===== config.mk =====
export PLATFORM = sky130hd
export DESIGN_NAME = crc8lfc_frame_ctrl
export DESIGN_NICKNAME = d
export VERILOG_FILES = /design/src/sv/crc8lfc_pkg.sv /design/src/sv/crc8lfc_frame_ctrl.sv
export SDC_FILE = /design/constraint.sdc
export NUM_CORES = 1
export LEC_CHECK = 0
export ABC_AREA = 1
export ABC_CLOCK_PERIOD_IN_PS = 2500
export BUFFER_PORTS_ARGS = -buffer_cell sky130_fd_sc_hd__buf_2
export CAP_MARGIN = 10
export CORE_MARGIN = 5
export CORE_UTILIZATION = 55
export DETAILED_ROUTE_END_ITERATION = 10
export PLACE_DENSITY = 0.76
export RECOVER_POWER = 50
export SYNTH_ARGS = -nofsm -noshare
export SYNTH_HDL_FRONTEND = slang
export SYNTH_SLANG_ARGS = --single-unit

===== constraint.sdc =====
create_clock -name i_clk -period 2.5 [get_ports i_clk]
set_input_delay 0.25 -clock i_clk [delete_from_list [all_inputs] [get_ports i_clk]]
set_output_delay 0.25 -clock i_clk [all_outputs]
set_load 0.02 [all_outputs]

===== src/sv/crc8lfc_pkg.sv =====
// Shared types, constants and the CRC-8 byte update for the length-framed checker.
// No dependencies; the files that use it refer to it by scoped names.
package crc8lfc_pkg;

    localparam logic [7:0]  CRC_POLY      = 8'h31;
    localparam logic [15:0] MAX_LEN_RESET = 16'd2370;

    typedef enum logic [1:0] {
        VERDICT_OK   = 2'd0,
        VERDICT_CRC  = 2'd1,
        VERDICT_LONG = 2'd2
    } t_verdict;

    // Verdict request from the frame logic to the output stage
    typedef struct packed {
        logic     has_result;
        t_verdict code;
    } t_result;

    // MSB-first CRC-8, one data bit per step
    function automatic logic [7:0] crc8_update(input logic [7:0] crc, input logic [7:0] data);
        logic [7:0] c;
        logic       fb;
        c = crc;
        for (int i = 7; i >= 0; i--) begin
            fb = c[7] ^ data[i];
            c  = {c[6:0], 1'b0};
            if (fb) begin
                c = c ^ CRC_POLY;
            end
        end
        return c;
    endfunction

endpackage


===== src/sv/crc8lfc_frame_ctrl.sv =====
// Frame tracking, length check and CRC-8 compare for the length-framed checker.
// Uses crc8lfc_pkg for the CRC update and the verdict types.
module crc8lfc_frame_ctrl (
    input  logic                 i_clk,
    input  logic                 i_rst_n,
    input  logic                 i_valid,
    input  logic [7:0]           i_data,
    input  logic                 i_start,
    input  logic                 i_step,
    input  logic [15:0]          i_max_len,
    output crc8lfc_pkg::t_result o_result
);

    logic        r_active,    n_active;
    logic [15:0] r_index,     n_index;
    logic [15:0] r_length,    n_length;
    logic [7:0]  r_crc,       n_crc;
    logic [7:0]  r_crc_first, n_crc_first;
    logic [7:0]  r_crc_second, n_crc_second;
    logic [7:0]  r_byte0,     n_byte0;
    logic [7:0]  r_byte1,     n_byte1;

    logic [7:0]  crc_in;
    logic [7:0]  crc_out;
    logic [15:0] len_field;

    assign len_field = {r_byte1, i_data};

    // One CRC unit serves every byte; its seed depends on the byte position
    always_comb begin
        if (i_start) begin
            crc_in = 8'd0;
        end else if (r_index == 16'd1) begin
            crc_in = r_crc_first;
        end else if (r_index == 16'd2) begin
            crc_in = r_crc_second;
        end else begin
            crc_in = r_crc;
        end
    end

    assign crc_out = crc8lfc_pkg::crc8_update(crc_in, i_data);

    always_comb begin
        n_active     = r_active;
        n_index      = r_index;
        n_length     = r_length;
        n_crc        = r_crc;
        n_crc_first  = r_crc_first;
        n_crc_second = r_crc_second;
        n_byte0      = r_byte0;
        n_byte1      = r_byte1;
        o_result.has_result = 1'b0;
        o_result.code       = crc8lfc_pkg::VERDICT_OK;

        if (i_valid) begin
            if (i_start) begin
                // A start mid-frame drops the old frame silently
                n_byte0     = i_data;
                n_crc_first = crc_out;
                n_crc       = crc_out;
                n_index     = 16'd1;
                n_length    = 16'd0;
                n_active    = 1'b1;
            end else if (r_active) begin
                if (r_index == 16'd1) begin
                    n_byte1      = i_data;
                    n_crc_second = crc_out;
                    n_crc        = crc_out;
                    n_index      = 16'd2;
                end else if (r_index == 16'd2) begin
                    n_length = len_field;
                    if (len_field > i_max_len) begin
                        o_result.has_result = 1'b1;
                        o_result.code       = crc8lfc_pkg::VERDICT_LONG;
                    end else if (len_field == 16'd0) begin
                        o_result.has_result = 1'b1;
                        o_result.code = (r_byte0 == 8'd0) ? crc8lfc_pkg::VERDICT_OK
                                                          : crc8lfc_pkg::VERDICT_CRC;
                    end else if (len_field == 16'd1) begin
                        o_result.has_result = 1'b1;
                        o_result.code = (r_byte1 == r_crc_first) ? crc8lfc_pkg::VERDICT_OK
                                                                 : crc8lfc_pkg::VERDICT_CRC;
                    end else if (len_field == 16'd2) begin
                        o_result.has_result = 1'b1;
                        o_result.code = (i_data == r_crc_second) ? crc8lfc_pkg::VERDICT_OK
                                                                 : crc8lfc_pkg::VERDICT_CRC;
                    end else begin
                        n_crc   = crc_out;
                        n_index = 16'd3;
                    end
                end else if (r_index >= r_length) begin
                    o_result.has_result = 1'b1;
                    o_result.code = (i_data == r_crc) ? crc8lfc_pkg::VERDICT_OK
                                                      : crc8lfc_pkg::VERDICT_CRC;
                end else begin
                    n_crc   = crc_out;
                    n_index = r_index + 16'd1;
                end
                // Go idle after the verdict until the next frame start
                if (o_result.has_result) begin
                    n_active = 1'b0;
                end
            end
        end
    end

    always_ff @(posedge i_clk) begin
        if (!i_rst_n) begin
            r_active <= 1'b0;
            r_index  <= 16'd0;
        end else if (i_step) begin
            r_active <= n_active;
            r_index  <= n_index;
        end
    end

    always_ff @(posedge i_clk) begin
        if (i_step) begin
            r_length     <= n_length;
            r_crc        <= n_crc;
            r_crc_first  <= n_crc_first;
            r_crc_second <= n_crc_second;
            r_byte0      <= n_byte0;
            r_byte1      <= n_byte1;
        end
    end

endmodule


==> results.md <==
- Post-Layout Inst Area: 5710 µm²
- Initial antenna violation count: 0
- Internal power: 2.03 mW
- Fin util: 66.1%
- Crit-path slowest cell: edfxtp_1
- Worst vdd ir: 0.414 mV
- Detailed Routing Iterations Pass 1: 5
- Routed Antenna Nets: 0
- Fin crit period: 2.48 ns
- Hold Vio Cnt, Final: 0
- DR DRC count: 0
- Leak pwr: 2.54 nW
- Hold Path Class: in -> reg
- Clk_lat worst skew: 0.35 ns
- Die area: 10700 µm²
- Max Clock Freq: 403 MHz
- Period utilization: 99.4%
- Max clock buf depth: 2
- IO buf count: 31
- Pin count of the biggest net entering global routing: 19
- Final Slew Violations: 0
- CP delay by family, top: compound AO/OA/AOI/OAI gates
- Sequential element share of the synthesized area: 41.9%
- RSZ-0062 raised after global routing: yes
- Htree depth: 3
- Gr ovfl total: 0
- Leading cell type in the layout, fill and taps excluded: nand2_1
- # fillers: 675
- Critical path required time: 2.25 ns
- Initial Utilization: 55.9%
- Vias in the first global route: 4095
- Post-Synthesis Cell Area: 4820 µm²
- CP Class: reg -> out
- Crit-path cells: ha_1 > a21oi_1 > o21ai_0 > a21oi_2 > nand2_1 > nand2_2 > nand4_1 > a21oi_2 > buf_4
- Cts bufs inserted: 9
- Gp weighted congestion: 1.01
- Clk root buf: clkbuf_8
- Hpwl dp: 9.40 mm
- Netlist cell types: 34
- Clk sinks: 73
- Via count: 4369
- Final setup fails: 0
- Area added between synthesis and finish: 18.3%
- I/O Pins: 32
- First-pass GRT wire length: 19.7 mm
- Chip Width: 104 µm
- Height of the chip: 104 µm
- Clock slew seen by the registers of the worst setup and hold paths: 0.08 ns
- Layout cells sized above 1: 22.5%
- Wirelength per Cell: 16.2 µm
- Syn avg cell area: 8.28 µm²
- CP endpoint kind: primary output
- Startpoint types: register
- Drt initial violations: 249
- N_diodes: 0
- Rel. slew slack: 34.8%
- TritonCTS clock tree: built
- FP Rows: 34
- Logic gate share of total power: 18.9%
- Clock skew: 0.0109 ns
- Clock share of power: 31.5%
- Layout net count: 728
- Net Switching: 0.827 mW
- Part of the power in registers: 49.5%
- FF+latch count, synth: 73
- Synth warn: 0
- Syn Nets: 647
- Post-placement cell area: 5250 µm²
- CP max stage delay: 0.45 ns
- Commonest cells after routing, fill and taps aside: 112 x nand2_1, 73 x inv_1, 57 x nor2_1
- Cell count after synthesis: 583
- Worst Path Arrival: 2.23 ns
- WP buf/inv: 1
- Post-Route Setup TNS: 0 ns
- Worst-path fanout max: 3
- Max Cap Viol: 0
- Core area: 8640 µm²
- Worst-Margin Slew: 0.977 ns
- Most Frequent Cell on Critical Path: a21oi_2
- Tot GR Track Use: 22.6%
- Status: completed
- Wirelength, routed: 12.6 mm
- Power Density: 500 nW/µm²
- Average via count per standard cell: 5.63
- Switching portion of total power: 29.0%
## sequential cells by signal, summed over array words and instances (netlist names)
signal / cells
r_byte1: 8
r_length: 16
r_active: 1
r_crc_second: 8
r_crc: 8
r_index: 16
r_crc_first: 8
r_byte0: 8
## logic make-up (layout without fill, tap and decap cells)
group	Yosys count	in the layout	synth area share [%]
adder cells (fa/ha/maj)	35	35	9.08
buffers and inverters	90	174	7.60
flip-flops	73	73	41.9
AO/OA/AOI/OAI	53	53	6.07
XOR/XNOR	37	37	6.72
AND/OR/NAND/NOR	295	296	28.6
## routing by layer
layer / up-vias / track usage [%] / wire length [µm]
met5: - / 0 / 0
met4: 0 / 7.77 / 464
met3: 40 / 4.79 / 753
met2: 198 / 40.6 / 6540
met1: 2036 / 26.4 / 4810
li1: 2095 / - / -
## metrics by stage
| stage | setup slack [ns] | std cells | power (mW) | hold WS, ns |
|---|---|---|---|---|
| 4_1_cts | -0.0185 | 760 | 2.83 | 0.139 |
| 3_5_place_dp | 0.0983 | 737 | 1.94 | 0.501 |
| 2_1_floorplan | 0.323 | 583 | 1.78 | 0.349 |
| 3_3_place_gp | 0.140 | 737 | 1.92 | 0.511 |
| 5_1_grt | -0.127 | 776 | 2.99 | 0.205 |
| 6_report | 0.0162 | 776 | 2.85 | 0.220 |
## power groups by stage
stage,sequential [mW],combinational [mW],clock [mW]
after floorplan,1.43,0.348,0
after global placement,1.44,0.484,0
after detailed placement,1.44,0.503,0
after CTS,1.41,0.512,0.910
after global routing,1.42,0.600,0.977
final,1.41,0.541,0.900
## synthesized netlist by cell type (all sizes together)
master  instances  area share (%)
o21a            2            0.31
nand4          19             2.5
edfxtp         56              35
o21ai          17             1.8
nand2b          1            0.13
a21oi          31             3.4
xor2           10             1.8
o211a           1            0.21
inv            80             6.3
ha             35             9.1
nor3           13             1.3
nor4            5            0.65
nor3b           1            0.16
nand2         142              13
o211ai          1            0.16
and3            2            0.26
clkbuf          3            0.23
a31o            1            0.18
nand3          44             4.8
buf             7             1.1
nor2           68             6.2
xnor2          27             4.9
dfxtp          17             7.1
## timing repair
item / 4_1_cts / 5_1_grt
gates resized for setup: 15 / 27
gates cloned: 0 / 1
buffers inserted: 8 / 15
hold endpoints to repair: 0 / 0
endpoints found under the setup margin: 3 / 36
hold buffers: 0 / 0
pin swaps: 8 / 14
## cell type report
type / instances / area [µm²] / share of cell area (%)
clock inverter: 5 / 57.6 / 1.01
tap: 108 / 135 / 2.37
clock buffer: 10 / 128 / 2.24
multi-input combinational: 421 / 2590 / 45.3
sequential: 73 / 2030 / 35.5
timing repair buffer: 79 / 469 / 8.22
inverter: 80 / 303 / 5.30
## worst paths after layout
kind / from / end / slack, ns / depth (start not counted)
max reg2reg: r_index[5] / r_crc[7] / 0.09 / 14
min reg2reg: r_index[15] / r_index[15] / 0.51 / 2
min: i_data[6] / r_byte0[6] / 0.22 / 1
max: r_byte1[1] / o_result[0] / 0.02 / 9
Power figures use the tool's default switching activity.
